<file path="config.mk">
export PLATFORM = sky130hd
export DESIGN_NAME = gssa_front
export DESIGN_NICKNAME = d
export VERILOG_FILES = /design/src/sv/gssa_pkg.sv /design/src/sv/gssa_front.sv
export SDC_FILE = /design/constraint.sdc
export NUM_CORES = 1
export LEC_CHECK = 0
export BUFFER_PORTS_ARGS = -buffer_cell sky130_fd_sc_hd__buf_4
export CAP_MARGIN = 20
export CORE_MARGIN = 3
export CORE_UTILIZATION = 45
export DETAILED_ROUTE_END_ITERATION = 16
export SETUP_SLACK_MARGIN = 0.15
export SYNTH_ARGS = -nofsm -noshare
export SYNTH_HDL_FRONTEND = slang
export SYNTH_SLANG_ARGS = --single-unit
</file>
<file path="constraint.sdc">
create_clock -name clock -period 16.19 [get_ports clock]
set_input_delay 0.8095 -clock clock [delete_from_list [all_inputs] [get_ports clock]]
set_output_delay 0.8095 -clock clock [all_outputs]
set_load 0.01 [all_outputs]
</file>
<file path="src/sv/gssa_pkg.sv">
// gssa_pkg: shared widths, constants and types for the gas sensor score averager
// no dependencies; imported by every module of the block
`default_nettype none
package gssa_pkg;

   localparam int RAW_W     = 12;
   localparam int SCORE_W   = 13;
   localparam int HELD_W    = 5;
   localparam int RES_W     = 17;
   localparam int SUPPLY_W  = 13;
   localparam int CSR_W     = 17;
   localparam int CSR_IDX_W = 2;

   localparam int VQ_W      = 24;   // divider voltage in 1/4095 mV
   localparam int VS_W      = 26;   // supply in 1/4095 mV
   localparam int NUM_W     = 43;   // ratio numerator / denominator
   localparam int LOGE_W    = 6;
   localparam int LOGF_W    = 16;
   localparam int LOG_W     = LOGE_W + LOGF_W;
   localparam int MANT_W    = 31;
   localparam int CMP_W     = 28;   // signed log-domain compare

   localparam int WINDOW_LEN_DEF = 20;
   localparam int SCORE_MAX      = 8000;
   localparam int VREF_MV        = 3300;
   localparam int ADC_FS         = 4095;
   localparam int MARGIN_MV      = 10;
   localparam int SUPPLY_MIN     = 20;
   localparam int VQ_LO          = 40950;
   localparam int SCORE_REF      = 3200;

   localparam logic [CSR_IDX_W-1:0] CSR_LOAD      = 2'd0;
   localparam logic [CSR_IDX_W-1:0] CSR_CLEAN_AIR = 2'd1;
   localparam logic [CSR_IDX_W-1:0] CSR_SUPPLY    = 2'd2;

   typedef struct packed {
      logic [RAW_W-1:0] raw;
      logic [VQ_W-1:0]  vq;
   } gssa_item_type;

   typedef struct packed {
      logic          valid;
      gssa_item_type item;
   } gssa_fq_type;

   typedef struct packed {
      logic [RES_W-1:0]    load;
      logic [RES_W-1:0]    clean_air;
      logic [SUPPLY_W-1:0] supply;
   } gssa_cfg_type;

endpackage
`default_nettype wire

</file>
<file path="src/sv/gssa_front.sv">
// gssa_front: accepts transactions, averages readings, scales to voltage, queues them
// depends on gssa_pkg
`default_nettype none
module gssa_front import gssa_pkg::*; (
   input  logic               clock,
   input  logic               reset,
   input  logic               req_valid,
   output logic               req_ready,
   input  logic [RAW_W-1:0]   req_first_reading,
   input  logic [RAW_W-1:0]   req_second_reading,
   output gssa_fq_type        fq_head,
   input  logic               fq_pop
);

   localparam int QDEPTH = 2;

   logic [RAW_W:0]   pair_sum;
   logic [RAW_W-1:0] raw_new;
   logic [VQ_W-1:0]  vq_new;
   logic             push;

   gssa_item_type    ent_ff [QDEPTH];
   logic             wr_ptr_ff, wr_ptr_in;
   logic             rd_ptr_ff, rd_ptr_in;
   logic [1:0]       cnt_ff, cnt_in;

   assign pair_sum = {1'b0, req_first_reading} + {1'b0, req_second_reading};
   assign raw_new  = pair_sum[RAW_W:1];
   assign vq_new   = VQ_W'(raw_new) * VQ_W'(VREF_MV);

   assign req_ready = (cnt_ff != 2'(QDEPTH));
   assign push      = req_valid & req_ready;

   assign fq_head.valid = (cnt_ff != 2'd0);
   assign fq_head.item  = ent_ff[rd_ptr_ff];

   always_comb begin
      wr_ptr_in = push ? ~wr_ptr_ff : wr_ptr_ff;
      rd_ptr_in = fq_pop ? ~rd_ptr_ff : rd_ptr_ff;
      cnt_in    = cnt_ff + 2'(push) - 2'(fq_pop);
   end

   always_ff @(posedge clock) begin
      if (reset) begin
         wr_ptr_ff <= 1'b0;
         rd_ptr_ff <= 1'b0;
         cnt_ff    <= 2'd0;
      end else begin
         wr_ptr_ff <= wr_ptr_in;
         rd_ptr_ff <= rd_ptr_in;
         cnt_ff    <= cnt_in;
      end
   end

   always_ff @(posedge clock) begin
      if (push) begin
         ent_ff[wr_ptr_ff] <= '{raw: raw_new, vq: vq_new};
      end
   end

endmodule
`default_nettype wire

</file>
# ---- Word-level counts from Yosys, hierarchy flattened
# Memories as Yosys holds them, arrays and structs flattened. A register that Yosys moved wholly into a read port is not among the register bits.
# Cells that the tools add are included.
dict set report word_totals {
  reg_bits 4
  ramBits 68
  inputBits 28
  out_inout_bits 38
  wordCells 17
  memories 1
}
dict set report op_classes {
  add_sub_neg 3
  n_mul 1
  n_eq_ne 1
  mux 4
  bitwise_logic 3
  n_reduce_logical 1
}
# name depth word_bits rd rd_clocked_by_memory_dff wr line
set mem_list {}
lappend mem_list {ent_ff 2 34 1 1 1 gssa_front.sv:22} ;# gssa_item_type ent_ff [QDEPTH];
# op count
set ops {}
lappend ops {{$mul A12 B10 Y22 const B} 1}
lappend ops {{$add A12 B12 Y13} 1}
lappend ops {{$mux W1} 4}
lappend ops {{$add A2 B1 Y2} 1}
lappend ops {{$ne A2 B2 Y1 const B} 1}
lappend ops {{$not A1 Y1} 2}
lappend ops {{$reduce_bool A2 Y1} 1}
lappend ops {{$sub A2 B1 Y2} 1}
lappend ops {{$and A1 B1 Y1} 1}

# ---- Depth between registers and ports, before layout
# Gate-level depths: netlist of the first run.
dict set report depth {
  ltp_word 4
  depth_mapped 22
  ltp_nobuf 22
}

# ---- Worst setup path before layout of the first run
# Ideal clock, no wire load.
dict set report synth_timing {
  kind {in2reg}
  start {input req_first_reading[5]}
  end {memory ent_ff[0][18] (netlist name) (data pin)}
  setup_time_ps 265
  t_arrival_ps 5756
  setup_slack_ps 10168
  path_stages 21
  n_path_buf 0
  path_cell_list {ha_1 > a21o_1 > nor3_1 > a21oi_2 > a221oi_2 > o21bai_1 > a21o_1 > ha_1 > inv_1 > fa_1 > inv_1 > fa_1 > inv_1 > fa_1 > ha_1 > ha_1 > a21oi_1 > o21ai_0 > or3_1 > o21a_1 > xor2_1}
}
dict set report synth_between {
  elab_chain_cells 2
}
# item line
set synth_rtl {}
lappend synth_rtl {{start, declared} gssa_front.sv:9} ;# input logic [RAW_W-1:0] req_first_reading,
lappend synth_rtl {{$add A12 B12 Y13} gssa_front.sv:27} ;# assign pair_sum = {1'b0, req_first_reading} + {1'b0, req_second_reading};
lappend synth_rtl {{via pair_sum[12]} gssa_front.sv:17} ;# logic [RAW_W:0] pair_sum;
lappend synth_rtl {{$mul A12 B10 Y22} gssa_front.sv:29} ;# assign vq_new = VQ_W'(raw_new) * VQ_W'(VREF_MV);
lappend synth_rtl {{via vq_new[20]} gssa_front.sv:19} ;# logic [VQ_W-1:0] vq_new;
lappend synth_rtl {{end, declared} gssa_front.sv:22}
# The timed path passes the listed nets, and every way through them passes these cells.

# ---- Worst setup path after layout of the first run
dict set report layout_timing {
  start {input req_first_reading[1]}
  end {memory ent_ff[1][21] (netlist name) (data pin)}
}
# Same word-level chain as after synthesis.

==> results by group, run 1 <==
Run status
  • Outcome: complete, no violations

Timing
  • Worst setup margin: 9.75 ns
  • Slew at the pin closest to its max-slew limit: 0.747 ns
  • Hold Fails Final Rpt: 0
  • Period utilization: 39.8%
  • Setup TNS: 0 ns
  • Final worst path period need: 6.44 ns
  • Fmax: 155 MHz
  • Setup violators final: 0
  • RSZ-0062 raised after global routing: false
  • Clock Skew: 0.00681 ns
  • Max Slew Vio Count: 0
  • Worst rel slew slack: 49.8%

Route
  • DRC: 0
  • First-iteration detailed-routing DRC count: 142
  • Routed WL per cell: 14.7 µm
  • Post-Route WL: 9.89 mm
  • Pre-antenna DRT Iters: 4
  • Post-DRT Antenna Nets: 0
  • Vias: 3478
  • Via/cell ratio: 5.18

Worst setup path
  • Critical Path AT: 6.50 ns
  • Crit path max fanout: 7
  • Worst Path Required: 16.25 ns
  • Setup CP Type: input pin to register
  • CP Launch Type: input pin
  • Critical Path Sink Type: register

Die
  • Die X: 117 µm
  • Rows: 39
  • Initial Util: 47.0%
  • Core Region: 11700 µm²
  • I/O Pins: 66
  • Die Ht: 117 µm
  • Full die area: 13600 µm²

Clocking
  • Post-CTS Repair Setup Buffers: 0
  • CTS tree: yes
  • CTS Sinks: 67
  • Number of cells upsized or downsized after cts: 0
  • CTS buffer count: 9
  • Clk Latency, worst-skew pair: 0.33 ns
  • CTS Buffer Depth: 2
  • Number of H-tree levels: 3
  • Clock root buffer: clkbuf_16
  • Worst-path clk slew: 0.05 ns
  • # hold bufs at CTS: 0

Global route
  • GRT busiest layer: met2
  • Total track usage: 15.1%
  • Initial antenna violation count: 0
  • Met3 usage: 2.54%
  • Global-route wire length before repair: 16.1 mm
  • Global route overflow: 0
  • GRT met2 Usage: 24.8%
  • Met1 Use GR: 20.6%
  • Vias in the first global route: 3449
  • Largest net degree at the start of global routing: 32

Placement
  • DP Wirelength: 7.97 mm
  • I/O Buffers: 63
  • Placed insts: 656
  • GPL Wtd Cong: 0.783
  • Post-Place Worst Slack: 9.44 ns

Cells and area
  • Fillers: 1045
  • Leading cell type in the layout, fill and taps excluded: ha_1
  • Most frequent cells in the layout: ha_1 (80), buf_4 (66), edfxtp_1 (62), inv_1 (55), mux2_2 (31)
  • Layout cells sized above 1: 24.2%
  • Final net count: 661
  • Synthesis-to-layout area growth: 15.8%
  • Antenna diodes: 0
  • Final non-filler cell total: 672

Yosys
  • Synth top area share: 33.8%
  • FF+latch count, synth: 67
  • EDFF count, synth: 62
  • Post-synth ARST share: 0%
  • Synthesized area per cell: 12.0 µm²
  • Seq/Total Area, Yosys: 35.6%
  • Post-Syn Instances: 458
  • Primary FF master, synth: edfxtp_1
  • Ranking of synthesized cells by area: edfxtp_1 (34%), ha_1 (18%), fa_1 (11%)
  • Synth warnings: 0
  • Synthesized cell area: 5510 µm²
  • Synth area leader: edfxtp_1
  • Unique masters post-synth: 58

Hold path
  • Hold Path Class: register to register

Job
  • Max_cap viols: 0
[metrics by stage]
step                      utilization, %  area, µm²  hold slack [ns]
after floorplan                        -       5510            0.480
after global placement              52.2       6110            0.496
after detailed placement            52.2       6110            0.501
after CTS                           54.5       6380            0.517
after global routing                54.5       6380            0.555
final                               54.5       6380            0.508
[cells by family after synthesis]
kind of cell,count (synthesis),synth area share (%)
AOI/OAI and AO/OA,67,9.63
xor gates and xnor gates,42,6.82
adders and majority gates,109,28.7
buffers and inverters,68,5.32
DFF,67,35.6
muxes,31,6.34
other,1,0.0681
and+or+nand+nor,73,7.50
[critical path: stages]
cell,delay (ns)
buf_4,0.08
inv_1,0.05
fa_1,0.45
nor2b_1,0.18
o21ai_1,0.13
nor2b_1,0.18
xnor2_1,0.60
xnor2_1,0.24
fa_1,0.53
inv_1,0.05
fa_1,0.50
fa_1,0.49
ha_1,0.33
xnor2_1,0.14
ha_1,0.36
a21oi_1,0.23
o211ai_1,0.19
a41oi_1,0.38
o21ai_1,0.18
a221oi_2,0.27
xnor2_1,0.12
[path summary, 6_finish.rpt]
kind              depth (start not counted)            end  slack (ns)            startpoint
setup reg to reg                          5  ent_ff[0][26]       14.77             cnt_ff[0]
hold reg to reg                           2      rd_ptr_ff        0.51             rd_ptr_ff
hold / removal                            2      rd_ptr_ff        0.51             rd_ptr_ff
setup / recovery                         21  ent_ff[1][21]        9.75  req_first_reading[1]
[synthesized netlist by cell type (all sizes together), types with 2 or more instances]
master and count:
ha 80, edfxtp 62, inv 56, mux2 31
fa 29, xnor2 25, nor2 20, a21o 18
xor2 17, nand2 15, a21oi 14, buf 11
o21ai 9, and2 7, dfxtp 5, nor3 5
a221oi 4, nor2b 4, nor4b 4, o21bai 4
and3 3, nand2b 3, nand3 3, o211ai 3
o21a 3, a2111oi 2, a211oi 2, and4 2
nand4 2, or2 2
[sequential cells by signal, summed over array words and instances (netlist names), named ones only]
register   count
cnt_ff         2
rd_ptr_ff      1
wr_ptr_ff      1
ent_ff        62
[area by class of cell]
cell class | instances | area (µm²) | area share, %
clock buffer | 9 | 225 | 3.53
timing repair buffer | 66 | 495 | 7.77
tap | 143 | 179 | 2.81
multi-input combinational | 324 | 3260 | 51.1
inverter | 56 | 213 | 3.33
clock inverter | 7 | 45.0 | 0.706
sequential | 67 | 1960 | 30.8
[routing by layer]
layer	wire length, µm	vias up
li1	-	1749
met2	4810	50
met3	274	8
met4	107	0
met1	4690	1671
met5	0	-
Power of run 1 is left out: the tool's default activity adds up to more than one toggle a clock period on the data nets, which glitch-free logic cannot reach.
==> inputs of run 2 (changes only) <==
- PLACE_DENSITY: unset -> 0.67
- clock period: 16.19 -> 5.2 ns (I/O delays scaled with it)
==> results by group, run 2 (synthesized netlist as in run 1, its figures left out) <==
Cells and area
  • Layout cells sized above 1: 44.8% (+21 points)
  • Fillers: 863 (-17%)
  • Antenna diodes: 0 (unchanged)
  • Seq. cell area: 1960 µm² (unchanged)
  • Max reg flops: 62 (unchanged)
  • Most frequent cells in the layout: buf_4 (151), edfxtp_1 (62), ha_1 (60), inv_1 (52), mux2_2 (31)
  • Most flops, register: ent_ff
  • Synthesis-to-layout area growth: 38.4%
  • Top flop regs: ent_ff x62, cnt_ff x2
  • Multi-input gate area: 3780 µm² (+16%)
  • Leading cell type in the layout, fill and taps excluded: buf_4
  • Final net count: 752 (+14%)

Global route
  • Met1 Use GR: 21.6% (+1.0 points)
  • GRT busiest layer: met2
  • Global-route wire length before repair: 17.7 mm (+10%)
  • Vias in the first global route: 3935 (+14%)
  • Total track usage: 16.4% (+1.3 points)
  • GRT met2 Usage: 28.0% (+3.2 points)
  • Global route overflow: 0 (unchanged)
  • Largest net degree at the start of global routing: 32 (unchanged)
  • Initial antenna violation count: 0 (unchanged)
  • Met3 usage: 1.92% (-0.62 points)

Placement
  • I/O Buffers: 63 (unchanged)
  • GPL Wtd Cong: 0.868 (+11%)
  • DP Wirelength: 8.46 mm (+6.1%)

Route
  • Via/cell ratio: 5.09 (-1.6%)
  • First-iteration detailed-routing DRC count: 160 (+13%)
  • Vias: 3884 (+12%)
  • DRC: 0 (unchanged)
  • Post-DRT Antenna Nets: 0 (unchanged)
  • Routed WL per cell: 14.4 µm (-2.2%)
  • Pre-antenna DRT Iters: 4 (unchanged)
  • Post-Route WL: 11.0 mm (+11%)

Die
  • Full die area: 13600 µm² (unchanged)
  • I/O Pins: 66 (unchanged)
  • Core Region: 11700 µm² (unchanged)
  • Die X: 117 µm (unchanged)
  • Initial Util: 47.0% (unchanged)
  • Rows: 39 (unchanged)
  • Die Ht: 117 µm (unchanged)

Worst setup path
  • CP Launch Type: input pin
  • Crit path max fanout: 4 (-3)
  • Worst Path Required: 5.26 ns (-10.99 ns)
  • Setup CP Type: input pin to register
  • Critical Path Slowest Stage Cell: fa_2
  • Max incr delay on CP: 0.54 ns (-0.06 ns)
  • Critical Path AT: 5.02 ns (-1.48 ns)
  • CP Cell Sequence: buf_4 > ha_4 > a31o_4 > a21o_1 > a21o_1 > a21oi_2 > xnor2_1 > ha_1 > buf_4 > buf_4 > inv_1 > fa_1 > inv_1 > fa_2 > fa_2 > ha_4 > ha_4 > a21oi_4 > o21ai_2 > or3_4 > o21a_1 > xor2_1
  • Critical Path Sink Type: register

Timing
  • Hold Slack: 0.133 ns (-0.375 ns)
  • Clock Skew: 0.00561 ns (-0.00120 ns)
  • Period utilization: 95.3%
  • Worst rel slew slack: 63.3% (+14 points)
  • Setup violators final: 0 (unchanged)
  • Max Slew Vio Count: 0 (unchanged)
  • RSZ-0062 raised after global routing: true
  • Fmax: 202 MHz
  • Slew at the pin closest to its max-slew limit: 0.547 ns (-0.201 ns)
  • Hold Fails Final Rpt: 0 (unchanged)
  • Final worst path period need: 4.96 ns

Clocking
  • CTS tree: yes
  • Worst-path clk slew: 0.05 ns (about the same)
  • Clock root buffer: clkbuf_16
  • # hold bufs at CTS: 0 (unchanged)
  • CTS Buffer Depth: 2 (unchanged)
  • Clk Latency, worst-skew pair: 0.33 ns (about the same)
  • CTS buffer count: 9 (unchanged)
  • Number of H-tree levels: 3 (unchanged)
  • CTS Sinks: 67 (unchanged)

Job
  • Max_cap viols: 0 (unchanged)

Hold path
  • Hold Path Class: input pin to register

Run status
  • Outcome: complete, no violations
run 2: routing by layer:
metal,vias up,share of wire (%)
met2,64,51
met3,11,3.1
met5,-,0
met4,0,1.5
li1,1943,-
met1,1866,45
run 2: worst paths after layout:
path	startpoint	slack (ns)	cells after the start	end
setup / recovery	req_second_reading[1]	0.24	22	ent_ff[0][18]
hold / removal	reset	0.13	2	cnt_ff[0]
setup reg to reg	cnt_ff[0]	3.78	5	ent_ff[0][3]
hold reg to reg	rd_ptr_ff	0.52	2	register
run 2: what timing repair did:
action | in CTS | in global routing
endpoints found under the setup margin | 8 | 18
pin swaps | 14 | 41
buffers inserted | 5 | 13
resized for setup | 8 | 46
run 2: final cells by class:
| cell class | instances | share of cell area (%) |
|---|---|---|
| Multi-Input combinational cell | 324 | 49.6 |
| Inverter | 56 | 2.82 |
| Sequential cell | 67 | 25.7 |
| Clock inverter | 2 | 0.131 |
| Timing Repair Buffer | 157 | 15.8 |
| Clock buffer | 14 | 3.61 |
| Tap cell | 143 | 2.35 |
run 2: metrics by stage:
step	area, µm²	worst slack [ns]	TNS, ns	cells	util (%)
after floorplan	5720	0.0584	0	459	-
after global placement	6860	-0.213	-2.00	729	58.6
after detailed placement	6860	-0.300	-3.08	729	58.6
after CTS	7230	0.152	0	750	61.8
after global routing	7620	0.0734	0	763	65.1
final	7620	0.243	0	763	65.1
run 2: critical path, delay by kind of cell:
| kind | cells | cell delay (ns) |
|---|---|---|
| xor gates and xnor gates | 2 | 0.25 |
| adders and majority gates | 7 | 2.55 |
| buffers and inverters | 5 | 0.42 |
| AOI/OAI and AO/OA | 7 | 1.16 |
| and+or+nand+nor | 1 | 0.37 |
Power of run 2 is left out for the same reason.
